===== src/rtl/tmvmc_pkg.sv =====
// Package with shared types, constants and the palette of the text video memory controller.
package tmvmc_pkg;

    localparam int unsigned VideoMemoryBytes = 65536;
    localparam int unsigned TextRows = 24;
    localparam int unsigned AddrW = 16;
    localparam logic [AddrW-1:0] FontBase = 16'(VideoMemoryBytes - 8 * 256);
    localparam int unsigned QueueDepth = 2;

    typedef enum logic [3:0] {
        K_SET_SRC = 4'd0,
        K_SET_DST = 4'd1,
        K_SET_LEN = 4'd2,
        K_READ    = 4'd3,
        K_WRITE   = 4'd4,
        K_WRITE_A = 4'd5,
        K_MOVE    = 4'd6,
        K_PIXEL   = 4'd7,
        K_CLEAR   = 4'd8
    } t_kind;

    typedef enum logic [1:0] {
        OP_READ  = 2'd0,
        OP_WRITE = 2'd1,
        OP_MOVE  = 2'd2,
        OP_PIXEL = 2'd3
    } t_op;

    typedef struct packed {
        t_op         op;
        logic        advance;
        logic [7:0]  data;
        logic        blank;
        logic        mode;
        logic [15:0] loc;
        logic [2:0]  gy;
        logic [2:0]  gx;
    } t_cmd;

    typedef enum logic [3:0] {
        S_CLEAR,
        S_IDLE,
        S_RD,
        S_WR_RD,
        S_WR_CMP,
        S_MV_RD,
        S_MV_CMP,
        S_PX_CODE,
        S_PX_ATTR,
        S_PX_FONT,
        S_PX_LINE,
        S_OUT
    } t_state;

    localparam logic [0:0] RegVideoMode = 1'b0;

    function automatic logic [23:0] palette(input logic [3:0] idx);
        logic [23:0] c;
        unique case (idx)
            4'd0:  c = 24'h000000;
            4'd1:  c = 24'h000080;
            4'd2:  c = 24'h008000;
            4'd3:  c = 24'h008080;
            4'd4:  c = 24'h800000;
            4'd5:  c = 24'h800080;
            4'd6:  c = 24'h808000;
            4'd7:  c = 24'hC0C0C0;
            4'd8:  c = 24'h808080;
            4'd9:  c = 24'h0000FF;
            4'd10: c = 24'h00FF00;
            4'd11: c = 24'h00FFFF;
            4'd12: c = 24'hFF0000;
            4'd13: c = 24'hFF00FF;
            4'd14: c = 24'hFFFF00;
            default: c = 24'hFFFFFF;
        endcase
        return c;
    endfunction

endpackage


===== src/rtl/tmvmc_queue.sv =====
// Small command queue between the front decoder and the memory engine.
module tmvmc_queue (
    input  logic             i_clk,
    input  logic             i_rst_n,
    input  logic             i_push,
    input  tmvmc_pkg::t_cmd  i_cmd,
    output logic             o_full,
    input  logic             i_pop,
    output logic             o_empty,
    output tmvmc_pkg::t_cmd  o_cmd
);
    localparam int unsigned PtrW = $clog2(tmvmc_pkg::QueueDepth);

    tmvmc_pkg::t_cmd r_mem [tmvmc_pkg::QueueDepth];
    logic [PtrW-1:0] r_wp, r_rp;
    logic [PtrW:0]   r_cnt;

    assign o_full  = (r_cnt == (PtrW+1)'(tmvmc_pkg::QueueDepth));
    assign o_empty = (r_cnt == '0);
    assign o_cmd   = r_mem[r_rp];

    always_ff @(posedge i_clk) begin
        if (!i_rst_n) begin
            r_wp  <= '0;
            r_rp  <= '0;
            r_cnt <= '0;
        end else begin
            if (i_push) r_wp <= r_wp + 1'b1;
            if (i_pop)  r_rp <= r_rp + 1'b1;
            r_cnt <= r_cnt + (PtrW+1)'(i_push) - (PtrW+1)'(i_pop);
        end
    end

    always_ff @(posedge i_clk) begin
        if (i_push) r_mem[r_wp] <= i_cmd;
    end
endmodule


===== config.mk =====
export PLATFORM = sky130hd
export DESIGN_NAME = tmvmc_queue
export DESIGN_NICKNAME = d
export VERILOG_FILES = /design/src/rtl/tmvmc_pkg.sv /design/src/rtl/tmvmc_queue.sv
export SDC_FILE = /design/constraint.sdc
export NUM_CORES = 1
export LEC_CHECK = 0
export ABC_AREA = 1
export BUFFER_PORTS_ARGS = -buffer_cell sky130_fd_sc_hd__clkbuf_2
export CAP_MARGIN = 40
export CORE_MARGIN = 8
export CORE_UTILIZATION = 52
export DETAILED_ROUTE_END_ITERATION = 10
export PLACE_DENSITY = 0.83
export SYNTH_ARGS = -nofsm -noshare
export SYNTH_HDL_FRONTEND = slang
export SYNTH_SLANG_ARGS = --single-unit

===== constraint.sdc =====
create_clock -name i_clk -period 2.9 [get_ports i_clk]
set_clock_uncertainty 0.2 [all_clocks]
set_input_delay 0.145 -clock i_clk [delete_from_list [all_inputs] [get_ports i_clk]]
set_output_delay 0.145 -clock i_clk [all_outputs]
set_load 0.02 [all_outputs]

==> metrics.txt <==
worst vdd ir 0.0004035 V; via/cell ratio around 4.7; # nets final 307; Worst R2R Start r_cnt[0]$_SDFF_PN0_; Setup TNS 0 ns; postcts setup bufs 0; fill count 338; DRC viols 0; Synth area leader edfxtp_1; dpl ws roughly 1.1 ns; Async SR Flop Fraction 0%; routed len/inst 15.68 um; RSZ-0062 raised after global routing no; XOR/XNOR share of the synthesized area 0%; Clock Pin Slew Worst Setup and Hold Paths 0.07 ns; maximum clock rate 0.4729 GHz; type of origin of the critical path register; Slew HR between 60% and 70%; via count ~1600; synth unique cells 12; Synth area leaders edfxtp_1 72%, mux2_4 16%, dfxtp_1 3.4%, buf_12 2.1%, mux2_2 1.9%; port buffer count 75; first-pass GRT wire length 8362 um; Post-DP HPWL around 3400 um; Syn Area/Cell approximately 20 sq um; compound-cell area share of the yosys netlist 0.1723%; Std-Cell Rows 27; CTS H-tree lvls 3; CTS tree built; Die Wd about 91 um; DRT antenna net count 0; simple-gate share of the synthesized area 2.369%; drt pass-1 iters 4; area of the die ~8200 sq um; mux cell area share after synthesis between 10% and 20%; ANT cells 0; Final min period 2.115 ns; HP Class reg2reg; Area growth, synth to finish 35.31%; Post-synth EDFFs 70; Multi-input gate area 613.1 sq um; Setup Viol. Count Final 0; peak fanout along the critical path 19; top post-synthesis cells by count 70 x edfxtp_1, 30 x mux2_4, 9 x nor2_1; Slew @ Worst Pin 0.5425 ns; final hold violations 0; Die H 90.75 um; sequential fraction of the synthesis area 75.80%; worst hold path startpoint r_rp$_SDFFE_PN0P_; CP Data Arrival Time 1.77 ns; Leak Pwr 1.632 nW; Initial Util 53.42%; # hold bufs at CTS 39; ys flop type edfxtp_1; Clock Sink Count 75; Core Util, Final 72.28%; main combinational cell family by area after synthesis multiplexers; Clk Latency, worst-skew pair 0.32 ns; GP Congestion 0.7301; overall routing resource usage 13.26%; Ports 76; Inserted Clock Buffers 9; initial drt markers 72; Critical Path RT between 2 and 3 ns; layout cell share with drive strength beyond 1 47.23%; grt total ovfl 0; crit end category primary output; slack of the critical path about 0.8 ns; clock root buffer clkbuf_8; Mapped Nets roughly 180; register area about 2200 sq um; fin. max-slew vios 0; antenna violations before repair 0; vias in the first global route 1735; status finished, final reports clean; Resized Gates After CTS 0; Max Cap Viol 0; count leader, synth edfxtp_1; largest net degree at the start of global routing 36; Synthesis Warnings 0; Crit Path Class reg2out; netlist area before placement between 2000 and 3000 sq um; Post-Synthesis Cells roughly 140; post-synthesis adder-cell area fraction less than 1%; CORE AREA roughly 5400 sq um; period utilization about 73%; Pwr Density 607.7 nW/um^2; Routed WL 5377 um; clock buffer depth 2; top-area cell type share of the netlist area 72.35%; Synth Register Bits 75
[layer usage]
layer  vias up  global-route usage, %  share of wire (%)
met3        12                  4.655                5.1
met1       779                  13.67                 38
met4         0                  7.628                2.9
met5         -                      0                  0
li1        779                      -                  -
met2        45                  22.84                 54
[cell type report]
cell class / count / area share [%]
Tap cell: 72 / 2.292
Clock inverter: 2 / 0.8912
Timing Repair Buffer: 117 / 20.37
Sequential cell: 75 / 56.05
Clock buffer: 14 / 4.137
Multi-Input combinational cell: 56 / 15.60
Inverter: 7 / 0.6684
[placed cells by master (no fill, tap or decap), drive strengths merged]
master        n
inv           7
ha            2
dlygate4sd3  39
nand3         1
buf           3
mux2         35
dfxtp         5
edfxtp       70
clkbuf       89
nor2          9
nand2         8
a21oi         1
clkinv        1
bufinv        1
[through the flow]
stage	std cells	power [mW]	hold slack, ns	instance area [sq um]
after floorplan	142	1.500	0.03845	2905
after global placement	288	1.588	0.1349	3343
after detailed placement	288	1.597	0.1377	3343
after CTS	343	2.415	0.3187	3931
after global routing	343	2.489	0.3378	3931
final	343	2.389	0.3180	3931
[worst paths after layout]
path                                       endpoint  slack, ns  cells after the start
worst min-delay path              r_rp$_SDFFE_PN0P_       0.32                      2
worst max register to register  r_cnt[0]$_SDFF_PN0_       1.01                      7
worst min register to register    r_rp$_SDFFE_PN0P_       0.32                      2
worst max-delay path                      o_cmd[31]       0.79                      3
[report_power, final]
part	total (mW)	switching, mW	leakage, nW	internal (mW)
clock	0.775	0.331	0.101	0.445
combinational	0.337	0.170	0.833	0.167
sequential	1.28	0.0265	0.699	1.25
[critical path, cell delays in order (launching register included)]
cell and delay, ns:
dfxtp_2 0.68, buf_12 0.26, mux2_2 0.34, clkbuf_2 0.15
[sequential cells by signal (all words and copies together) (netlist names), named ones only]
register	flops
r_wp	1
r_rp	1
r_mem	70
r_cnt	2
[kinds of logic (layout without fill, tap and decap cells)]
| logic type | after synthesis | count (layout) |
|---|---|---|
| flops | 75 | 75 |
| mux | 35 | 35 |
| simple gates | 18 | 18 |
| buf+inv | 11 | 140 |
| fa+ha+maj | 2 | 2 |
| compound gates | 1 | 1 |
Note: power is estimated with default switching activity, not from simulation.
