--- src/rtl/tmvmc_pkg.sv ---
// Package with shared types, constants and the palette of the text video memory controller.
package tmvmc_pkg;

    localparam int unsigned VideoMemoryBytes = 65536;
    localparam int unsigned TextRows = 24;
    localparam int unsigned AddrW = 16;
    localparam logic [AddrW-1:0] FontBase = 16'(VideoMemoryBytes - 8 * 256);
    localparam int unsigned QueueDepth = 2;

    typedef enum logic [3:0] {
        K_SET_SRC = 4'd0,
        K_SET_DST = 4'd1,
        K_SET_LEN = 4'd2,
        K_READ    = 4'd3,
        K_WRITE   = 4'd4,
        K_WRITE_A = 4'd5,
        K_MOVE    = 4'd6,
        K_PIXEL   = 4'd7,
        K_CLEAR   = 4'd8
    } t_kind;

    typedef enum logic [1:0] {
        OP_READ  = 2'd0,
        OP_WRITE = 2'd1,
        OP_MOVE  = 2'd2,
        OP_PIXEL = 2'd3
    } t_op;

    typedef struct packed {
        t_op         op;
        logic        advance;
        logic [7:0]  data;
        logic        blank;
        logic        mode;
        logic [15:0] loc;
        logic [2:0]  gy;
        logic [2:0]  gx;
    } t_cmd;

    typedef enum logic [3:0] {
        S_CLEAR,
        S_IDLE,
        S_RD,
        S_WR_RD,
        S_WR_CMP,
        S_MV_RD,
        S_MV_CMP,
        S_PX_CODE,
        S_PX_ATTR,
        S_PX_FONT,
        S_PX_LINE,
        S_OUT
    } t_state;

    localparam logic [0:0] RegVideoMode = 1'b0;

    function automatic logic [23:0] palette(input logic [3:0] idx);
        logic [23:0] c;
        unique case (idx)
            4'd0:  c = 24'h000000;
            4'd1:  c = 24'h000080;
            4'd2:  c = 24'h008000;
            4'd3:  c = 24'h008080;
            4'd4:  c = 24'h800000;
            4'd5:  c = 24'h800080;
            4'd6:  c = 24'h808000;
            4'd7:  c = 24'hC0C0C0;
            4'd8:  c = 24'h808080;
            4'd9:  c = 24'h0000FF;
            4'd10: c = 24'h00FF00;
            4'd11: c = 24'h00FFFF;
            4'd12: c = 24'hFF0000;
            4'd13: c = 24'hFF00FF;
            4'd14: c = 24'hFFFF00;
            default: c = 24'hFFFFFF;
        endcase
        return c;
    endfunction

endpackage

--- src/rtl/tmvmc_if.sv ---
// Valid/ready channel interfaces for requests and results.
interface tmvmc_req_if;
    logic        valid;
    logic        ready;
    logic [3:0]  kind;
    logic [15:0] value;
    logic [8:0]  pixel_x;
    logic [8:0]  pixel_y;
    modport source(output valid, kind, value, pixel_x, pixel_y, input ready);
    modport sink(input valid, kind, value, pixel_x, pixel_y, output ready);
endinterface


--- src/rtl/tmvmc_front.sv ---
// Front end: pointer registers and classification of items into engine commands.
module tmvmc_front #(
    parameter int unsigned TEXT_ROWS = tmvmc_pkg::TextRows
) (
    input  logic             i_clk,
    input  logic             i_rst_n,
    tmvmc_req_if.sink        req,
    input  logic             i_mode,
    input  logic             i_busy,
    input  logic             i_clear_ack,
    output logic             o_clear_req,
    output logic             o_push,
    output tmvmc_pkg::t_cmd  o_cmd,
    output logic [47:0]      o_ptrs,
    input  logic             i_full
);
    logic [15:0] r_src, r_dst, r_len;
    logic        r_clear;
    logic        accept;
    logic [3:0]  kind;
    tmvmc_pkg::t_cmd cmd;
    logic [5:0]  cx;
    logic [4:0]  cy;

    assign kind        = req.kind;
    assign req.ready   = !i_full && !r_clear && !i_busy;
    assign accept      = req.valid && req.ready;
    assign o_clear_req = r_clear;

    always_comb begin
        cmd         = '0;
        cmd.mode    = i_mode;
        cmd.data    = req.value[7:0];
        cmd.blank   = (req.pixel_y >= 9'(TEXT_ROWS * 16));
        cy          = req.pixel_y[8:4];
        cmd.gy      = req.pixel_y[3:1];
        if (!i_mode) begin
            cx       = {1'b0, req.pixel_x[8:4]};
            cmd.gx   = req.pixel_x[3:1];
            cmd.loc  = {5'd0, cy, cx[4:0], 1'b0};
        end else begin
            cx       = req.pixel_x[8:3];
            cmd.gx   = req.pixel_x[2:0];
            cmd.loc  = {4'd0, cy, cx, 1'b0};
        end
        o_push = 1'b0;
        cmd.op = tmvmc_pkg::OP_READ;
        if (accept) begin
            unique case (kind)
                tmvmc_pkg::K_READ: begin
                    o_push = 1'b1;
                    cmd.loc = r_src;
                end
                tmvmc_pkg::K_WRITE, tmvmc_pkg::K_WRITE_A: begin
                    o_push = 1'b1;
                    cmd.op = tmvmc_pkg::OP_WRITE;
                    cmd.loc = r_dst;
                end
                tmvmc_pkg::K_MOVE: begin
                    o_push = 1'b1;
                    cmd.op = tmvmc_pkg::OP_MOVE;
                end
                tmvmc_pkg::K_PIXEL: begin
                    o_push = 1'b1;
                    cmd.op = tmvmc_pkg::OP_PIXEL;
                end
                default: o_push = 1'b0;
            endcase
        end
        o_cmd = cmd;
    end

    always_ff @(posedge i_clk) begin
        if (!i_rst_n) begin
            r_src   <= '0;
            r_dst   <= '0;
            r_len   <= '0;
            r_clear <= 1'b0;
        end else begin
            if (i_clear_ack) r_clear <= 1'b0;
            if (accept) begin
                unique case (kind)
                    tmvmc_pkg::K_SET_SRC: r_src <= req.value;
                    tmvmc_pkg::K_SET_DST: r_dst <= req.value;
                    tmvmc_pkg::K_SET_LEN: r_len <= req.value;
                    tmvmc_pkg::K_WRITE_A: r_dst <= r_dst + 16'd1;
                    tmvmc_pkg::K_CLEAR: begin
                        r_src   <= '0;
                        r_dst   <= '0;
                        r_len   <= '0;
                        r_clear <= 1'b1;
                    end
                    default: ;
                endcase
            end
        end
    end

    // Move pointers are sampled by the engine only when it starts a move.
    assign o_ptrs = {r_src, r_dst, r_len};
endmodule

--- src/flat_wrapper.sv ---
// flat-port wrapper written by rule: the top's interface ports become plain ports
module tmvmc_front_flat 
#(
    parameter int unsigned TEXT_ROWS = tmvmc_pkg::TextRows
)
  (i_clk, i_rst_n, i_mode, i_busy, i_clear_ack, o_clear_req, o_push, o_cmd, o_ptrs, i_full, req_valid, req_kind, req_value, req_pixel_x, req_pixel_y, req_ready);
  tmvmc_req_if req_i ();
  input  logic i_clk;
  input  logic i_rst_n;
  input  logic i_mode;
  input  logic i_busy;
  input  logic i_clear_ack;
  output logic o_clear_req;
  output logic o_push;
  output tmvmc_pkg::t_cmd o_cmd;
  output logic [47:0] o_ptrs;
  input  logic i_full;
  input wire logic [$bits(req_i.valid)-1:0] req_valid;
  input wire logic [$bits(req_i.kind)-1:0] req_kind;
  input wire logic [$bits(req_i.value)-1:0] req_value;
  input wire logic [$bits(req_i.pixel_x)-1:0] req_pixel_x;
  input wire logic [$bits(req_i.pixel_y)-1:0] req_pixel_y;
  output wire logic [$bits(req_i.ready)-1:0] req_ready;
  assign req_i.valid = req_valid;
  assign req_i.kind = req_kind;
  assign req_i.value = req_value;
  assign req_i.pixel_x = req_pixel_x;
  assign req_i.pixel_y = req_pixel_y;
  assign req_ready = req_i.ready;
  tmvmc_front #(.TEXT_ROWS(TEXT_ROWS)) u_core (.i_clk(i_clk), .i_rst_n(i_rst_n), .req(req_i), .i_mode(i_mode), .i_busy(i_busy), .i_clear_ack(i_clear_ack), .o_clear_req(o_clear_req), .o_push(o_push), .o_cmd(o_cmd), .o_ptrs(o_ptrs), .i_full(i_full));
endmodule
--- config.mk ---
export PLATFORM = sky130hd
export DESIGN_NAME = tmvmc_front_flat
export DESIGN_NICKNAME = d
export VERILOG_FILES = /design/src/rtl/tmvmc_pkg.sv /design/src/rtl/tmvmc_if.sv /design/src/rtl/tmvmc_front.sv /design/src/flat_wrapper.sv
export SDC_FILE = /design/constraint.sdc
export NUM_CORES = 1
export LEC_CHECK = 0
export ABC_AREA = 0
export BUFFER_PORTS_ARGS = -buffer_cell sky130_fd_sc_hd__buf_2
export CAP_MARGIN = 10
export CELL_PAD_IN_SITES_DETAIL_PLACEMENT = 1
export CELL_PAD_IN_SITES_GLOBAL_PLACEMENT = 1
export CORE_UTILIZATION = 37
export DETAILED_ROUTE_END_ITERATION = 7
export GPL_ROUTABILITY_DRIVEN = 0
export PLACE_DENSITY_LB_ADDON = 0.1
export SLEW_MARGIN = 20
export SYNTH_ARGS = -nofsm -noshare
export SYNTH_HDL_FRONTEND = slang
export SYNTH_SLANG_ARGS = --single-unit
--- constraint.sdc ---
create_clock -name i_clk -period 5.8 [get_ports i_clk]
set_clock_uncertainty 0.1 [all_clocks]
set_input_delay 1.16 -clock i_clk [delete_from_list [all_inputs] [get_ports i_clk]]
set_output_delay 1.16 -clock i_clk [all_outputs]
set_load 0.01 [all_outputs]
==> run_results.csv, run 1 <==
group,metric,value,unit
yosys,synthTopCellsByCount,"dfxtp_1 (49), nand2_1 (32), nand3_1 (32)",
clock_tree,hold_buffers,0,
timing,layout_min_cycle_time,4.353,ns
floorplanning,rows,32,
yosys,synth_fa_ha_area_frac,0.004132,
outcome,status,"finished clean",
clock_tree,path_clk_slew,0.10,ns
setup_path,slowest_delay,0.75,ns
setup_path,startpoint_type,"input pin",
setup_path,cp_slowest_cell,"or4b_1",
clock_tree,cts_tree,"yes",
drt,ant_nets,0,
timing,setup_tns,0,ns
drt,drtIter0Drc,203,
yosys,synth.largest_area_cell,"dfxtp_1",
yosys,synthArstFlopShare,0,
yosys,synth_top_area_share,0.3240,
final_layout,nets,499,
final_layout,syn2layout_area_growth,20.62,%
power_and_ir_drop,p_switching,0.1976,mW
setup_path,worst-path-buf-inv,2,
yosys,post-synth-top-count-cell,"dfxtp_1",
clock_tree,clockBufferDepth,2,
yosys,synth-xor-area-share,0.002893,
clock_tree,cts_resized,0,
final_layout,instances_no_fill,556,
timing,tightest_slew,0.8263,ns
hold_path,hold_path.class,"reg2reg",
placed_design,placedCellCount,548,
timing,relSlewSlack,0.4476,
final_layout,diodes,0,
yosys,syn_area,3028,sq um
placed_design,dp.final_hpwl,7.596,mm
clock_tree,cts_root_buf,"clkbuf_8",
yosys,synth_edf_count,0,
yosys,synthCells,362,
drt,num_vias,3203,
setup_path,cp_common_cell,"buf_2",
setup_path,cp-end-kind,"output pin",
power_and_ir_drop,comb_power_share,0.161,
power_and_ir_drop,clockPowerShare,0.326,
floorplanning,start_util,0.3878,
final_layout,seq_area,980.9,sq um
yosys,ys_seq_area_frac,0.3240,
power_and_ir_drop,ir_worst_vdd,106.9,uV
final_layout,multi_input_area,1787,sq um
yosys,synth-simple-area-share,0.2653,
yosys,ys.warnings.count,0,
timing,drv_slew,0,
floorplanning,die_x,92.46,um
power_and_ir_drop,pwr-share-seq,0.513,
global_route,grt_pass1_vias,3071,
hold_path,whs_path_depth,2,
setup_path,worst_ep_required_time,4.54,ns
global_route,grt_pass1_wl,16.60,mm
global_route,overflow,0,
timing,max_freq,229.7,MHz
setup_path,crit_family,"simple AND/OR/NAND/NOR gates",
setup_path,crit_type,"in2out",
power_and_ir_drop,power.density,182.5,nW/um^2
power_and_ir_drop,switching_share,0.2964,
setup_path,r2r_cells,4,
clock_tree,cts_setup_buffers,0,
clock_tree,cts.sink_count,49,
timing,setup_violations,0,
global_route,grt_max_degree,53,
clock_tree,h-tree-depth,2,
clock_tree,cts_made_buffers,5,
yosys,muxShareOfSynthArea,0.04793,
drt,route.final.wire_length,10.62,mm
yosys,synth_top_family_by_area,"compound AO/OA/AOI/OAI gates",
power_and_ir_drop,intPower,0.4690,mW
floorplanning,boundaryPins,131,
drt,route.detailed.drc,0,
run,cap_violations,0,
final_layout,fill_cells,994,
timing,hold_viol,0,
floorplanning,fp.dieH,92.46,um
global_route,track_usage,0.2502,
drt,viasPerCell,5.761,
yosys,synth_compound_area_frac,0.2686,
yosys,yosys-top-cells-area,"dfxtp_1 (32%), nand3_1 (5.3%), a221o_1 (4.0%), nand2_1 (4.0%), buf_4 (3.7%)",
yosys,synthDistinctLibCells,54,
placed_design,portBuffers,122,
floorplanning,fp.dieArea,8549,sq um
global_route,antenna_found_initial,0,
final_layout,drive_gt1_frac,0.3326,
timing,rsz0062_at_grt,"no",
yosys,syn_avg_cell_area,8.364,sq um
yosys,syn-num-nets,408,
power_and_ir_drop,p_leak,1.662,nW
setup_path,crit_cells,6,
setup_path,path_cells,"buf_2 -> or4b_1 -> a211oi_4 -> nor2_1 -> a221o_1 -> buf_2",
drt,dr.pass1.iters,4,
yosys,ys_ff_latch,49,
drt,wire_per_inst,19.10,um
clock_tree,worstSkewPairLatency,0.31,ns
timing,finalCritPeriodShare,0.7505,
yosys,synth_ff_type,"dfxtp_1",
setup_path,cp.arrival,3.09,ns
floorplanning,core_area,7807,sq um
setup_path,worstPathMaxFanout,10,
-- cell families after synthesis --
| family | after synthesis |
|---|---|
| AND/OR/NAND/NOR | 141 |
| buffers and inverters | 48 |
| other | 1 |
| XOR/XNOR | 1 |
| multiplexers | 14 |
| flip-flops | 49 |
| adder cells (fa/ha/maj) | 1 |
| AO/OA/AOI/OAI | 107 |
-- cells in the final DEF, fill, tap and decap left out, types with 2 or more instances in the layout --
| master | n |
|---|---|
| mux2_2 | 4 |
| a22o_1 | 5 |
| a21boi_1 | 10 |
| a21o_1 | 2 |
| buf_2 | 122 |
| nor3_1 | 3 |
| and2_1 | 4 |
| buf_4 | 5 |
| clkbuf_8 | 5 |
| a21oi_1 | 17 |
| a21boi_0 | 12 |
| nand3_1 | 32 |
| inv_1 | 5 |
| nor2b_1 | 17 |
| nand4_1 | 5 |
| a32oi_1 | 2 |
| o31a_1 | 2 |
| a22oi_1 | 13 |
| and4_1 | 4 |
| o211ai_1 | 3 |
| nor3b_1 | 4 |
| o22ai_1 | 3 |
| o21ai_0 | 11 |
| and3_1 | 10 |
| o221a_2 | 5 |
| nor2_1 | 17 |
| a221o_1 | 12 |
| o41ai_1 | 2 |
| o211a_1 | 3 |
| nor4_4 | 2 |
| dfxtp_1 | 49 |
| nand2_1 | 32 |
| mux2i_1 | 10 |
-- routing by layer --
layer,vias to the layer above,global-route usage,share of wire
li1,1511,-,-
met1,1581,0.3431,0.47
met2,100,0.3994,0.46
met3,11,0.03859,0.050
met4,0,0.08203,0.019
met5,-,0,0
-- sequential cells by signal (all words and copies together) (netlist names) --
register            count
u_core.r_dst           16
u_core.r_len           16
u_core.o_clear_req      1
u_core.r_src           16
-- cell type report --
class	instances	area share
Inverter	5	0.005139
Clock inverter	3	0.005824
Multi-Input combinational cell	265	0.4892
Timing Repair Buffer	127	0.1775
Sequential cell	49	0.2686
Clock buffer	5	0.01884
Tap cell	102	0.03494
-- power by group through the flow --
stage          Clock [mW]  Sequential, mW  Combinational [mW]
2_1_floorplan           0           0.350              0.0662
3_3_place_gp            0           0.349               0.105
3_5_place_dp            0           0.349               0.107
4_1_cts             0.221           0.342               0.107
5_1_grt             0.236           0.342               0.116
6_report            0.218           0.342               0.107
-- path summary, 6_finish.rpt --
path                                         start              end  slack (ns)
worst max-delay path                        i_full        o_cmd[16]        1.45
worst min-delay path               u_core.r_src[0]  u_core.r_src[0]        0.38
worst max register to register  u_core.o_clear_req  u_core.r_src[3]        3.31
worst min register to register     u_core.r_src[0]  u_core.r_src[0]        0.38
-- tightest hold or removal path, cell delays in order (launching register included) --
cell      delay [ns]
dfxtp_1         0.33
nand2_1         0.06
a21boi_1        0.05
-- stage by stage --
stage          area, sq um  utilization  worst slack (ns)  total power, mW  hold slack, ns
2_1_floorplan         3028            -             2.010           0.4159          0.3867
3_3_place_gp          3562       0.4563             1.440           0.4545          0.3526
3_5_place_dp          3562       0.4563             1.446           0.4564          0.3668
4_1_cts               3652       0.4678             1.439           0.6700          0.3803
5_1_grt               3652       0.4678             1.382           0.6941          0.4051
6_report              3652       0.4678             1.447           0.6666          0.3788
Note: power is estimated with default switching activity, not from simulation.
==> run 2: changes to the inputs <==
--- a/config.mk
+++ b/config.mk
@@ -10,7 +10,7 @@
 export CAP_MARGIN = 10
 export CELL_PAD_IN_SITES_DETAIL_PLACEMENT = 1
 export CELL_PAD_IN_SITES_GLOBAL_PLACEMENT = 1
-export CORE_UTILIZATION = 37
+export CORE_UTILIZATION = 31
 export DETAILED_ROUTE_END_ITERATION = 7
 export GPL_ROUTABILITY_DRIVEN = 0
 export PLACE_DENSITY_LB_ADDON = 0.1
==> constraint.sdc (replaced) <==
create_clock -name i_clk -period 3.9 [get_ports i_clk]
set_clock_uncertainty 0.1 [all_clocks]
set_input_delay 0.78 -clock i_clk [delete_from_list [all_inputs] [get_ports i_clk]]
set_output_delay 0.78 -clock i_clk [all_outputs]
set_load 0.01 [all_outputs]
==> run_results.csv, run 2 (synthesis results as in run 1) <==
group,metric,value,unit
floorplanning,die_x,100.8,um
setup_path,crit_family,"compound AO/OA/AOI/OAI gates",
timing,setup_violations,0,
floorplanning,core_area,9371,sq um
timing,max_freq,291.2,MHz
final_layout,seq_area,980.9,sq um
floorplanning,rows,35,
clock_tree,cts_root_buf,"clkbuf_8",
placed_design,post-place-ws,0.4576,ns
clock_tree,cts_setup_buffers,0,
setup_path,r2r_cells,5,
drt,ant_nets,0,
final_layout,fill_cells,1183,
setup_path,crit_type,"in2out",
outcome,status,"finished clean",
setup_path,rr_startpoint,"u_core.o_clear_req",
final_layout,nets,504,
floorplanning,fp.dieH,100.8,um
timing,layout_min_cycle_time,3.434,ns
timing,layout_setup_ws,0.4659,ns
timing,setup_tns,0,ns
final_layout,mostFrequentLayoutCell,"buf_2",
setup_path,endpoint,"o_cmd[15]",
power_and_ir_drop,p_leak,1.691,nW
final_layout,layout_common_cells,"buf_2 (122), dfxtp_1 (49), nand2_1 (32), nand3_1 (32)",
hold_path,hold_path.class,"reg2reg",
placed_design,dp.final_hpwl,8.061,mm
placed_design,placed_cell_area,3633,sq um
placed_design,portBuffers,122,
floorplanning,start_util,0.3231,
drt,route.final.wire_length,10.98,mm
clock_tree,cts_made_buffers,5,
setup_path,crit_cells,6,
final_layout,multi_input_area,1787,sq um
clock_tree,hold_buffers,0,
drt,num_vias,3203,
setup_path,cp_slowest_cell,"or4b_1",
setup_path,cp-end-kind,"output pin",
timing,hold_viol,0,
drt,wire_per_inst,18.67,um
run,cap_violations,0,
clock_tree,clockBufferDepth,2,
global_route,antenna_found_initial,0,
global_route,grt_pass1_wl,17.42,mm
setup_path,worst_ep_required_time,3.02,ns
global_route,grt_max_degree,53,
global_route,track_usage,0.2243,
global_route,grt_pass1_vias,3066,
power_and_ir_drop,finalPower,0.9982,mW
final_layout,reg_top3,"u_core.r_dst x16, u_core.r_len x16, u_core.r_src x16",
setup_path,r2r-end,"u_core.r_len[3]",
final_layout,diodes,0,
setup_path,slowest_delay,0.58,ns
drt,viasPerCell,5.447,
clock_tree,h-tree-depth,2,
clock_tree,cts.sink_count,49,
setup_path,cp_common_cell,"buf_2",
clock_tree,worstSkewPairLatency,0.32,ns
timing,tightest_slew,0.8605,ns
setup_path,cp.arrival,2.55,ns
setup_path,worst-path-buf-inv,2,
power_and_ir_drop,ir_worst_vdd,129.1,uV
setup_path,r2r_setup_slack,1.56,ns
timing,rsz0062_at_grt,"no",
timing,drv_slew,0,
drt,route.detailed.drc,0,
floorplanning,boundaryPins,131,
global_route,overflow,0,
timing,relSlewSlack,0.4263,
floorplanning,fp.dieArea,10170,sq um
setup_path,startpoint_type,"input pin",
clock_tree,path_clk_slew,0.10,ns
timing,finalCritPeriodShare,0.8805,
setup_path,critPathLaunch,"i_full",
clock_tree,cts_resized,0,
drt,drtIter0Drc,111,
power_and_ir_drop,power.density,268.0,nW/um^2
clock_tree,cts_tree,"yes",
final_layout,syn2layout_area_growth,23.02,%
final_layout,drive_gt1_frac,0.3399,
drt,dr.pass1.iters,4,
setup_path,path_cells,"buf_2 -> or4b_1 -> a211oi_4 -> nor2_1 -> a221o_1 -> buf_2",
setup_path,worstPathMaxFanout,10,
final_layout,final_area,3725,sq um
==> run 2: how the worst min path moves through the flow <==
stage	startpoint	end	slack [ns]	depth (start not counted)
2_1_floorplan	u_core.r_src[12]	u_core.r_src[12]	0.39	2
3_3_place_gp	u_core.r_src[12]	u_core.r_src[12]	0.35	2
3_5_place_dp	u_core.r_src[13]	u_core.r_src[13]	0.36	2
4_1_cts	u_core.r_src[13]	u_core.r_src[13]	0.37	2
5_1_grt	u_core.r_src[1]	u_core.r_src[1]	0.40	2
6_report	u_core.r_src[14]	u_core.r_src[14]	0.37	2
==> run 2: metal layers <==
layer / track usage / part of all wire / routed length (um)
met3: 0.03259 / 0.061 / 665
met2: 0.3477 / 0.44 / 4876
met4: 0.06466 / 0.012 / 137
met5: 0 / 0 / 0
met1: 0.3220 / 0.48 / 5297
==> run 2: cell type report <==
cell class | instances | share of cell area
clock buffers | 5 | 0.01847
clock inverters | 3 | 0.006046
inverters | 5 | 0.005039
multi-input cells | 265 | 0.4797
flip-flops and latches | 49 | 0.2634
well taps | 129 | 0.04333
repair buffers | 132 | 0.1841
==> run 2: power breakdown <==
part           internal (mW)  switching [mW]  leakage (nW)
registers              0.504         0.00437         0.395
logic                 0.0673          0.0947          1.25
clock network          0.128           0.200        0.0481
==> run 2: metrics by stage <==
step | instances | hold slack, ns | util
after floorplan | 362 | 0.3867 | -
after global placement | 580 | 0.3543 | 0.3877
after detailed placement | 580 | 0.3582 | 0.3877
after CTS | 588 | 0.3728 | 0.3975
after global routing | 588 | 0.4039 | 0.3975
final | 588 | 0.3728 | 0.3975
==> run 2: worst min-delay path, stage by stage (launching register included) <==
cell and delay [ns]:
dfxtp_1 0.33, nand2_1 0.06, a21boi_1 0.05
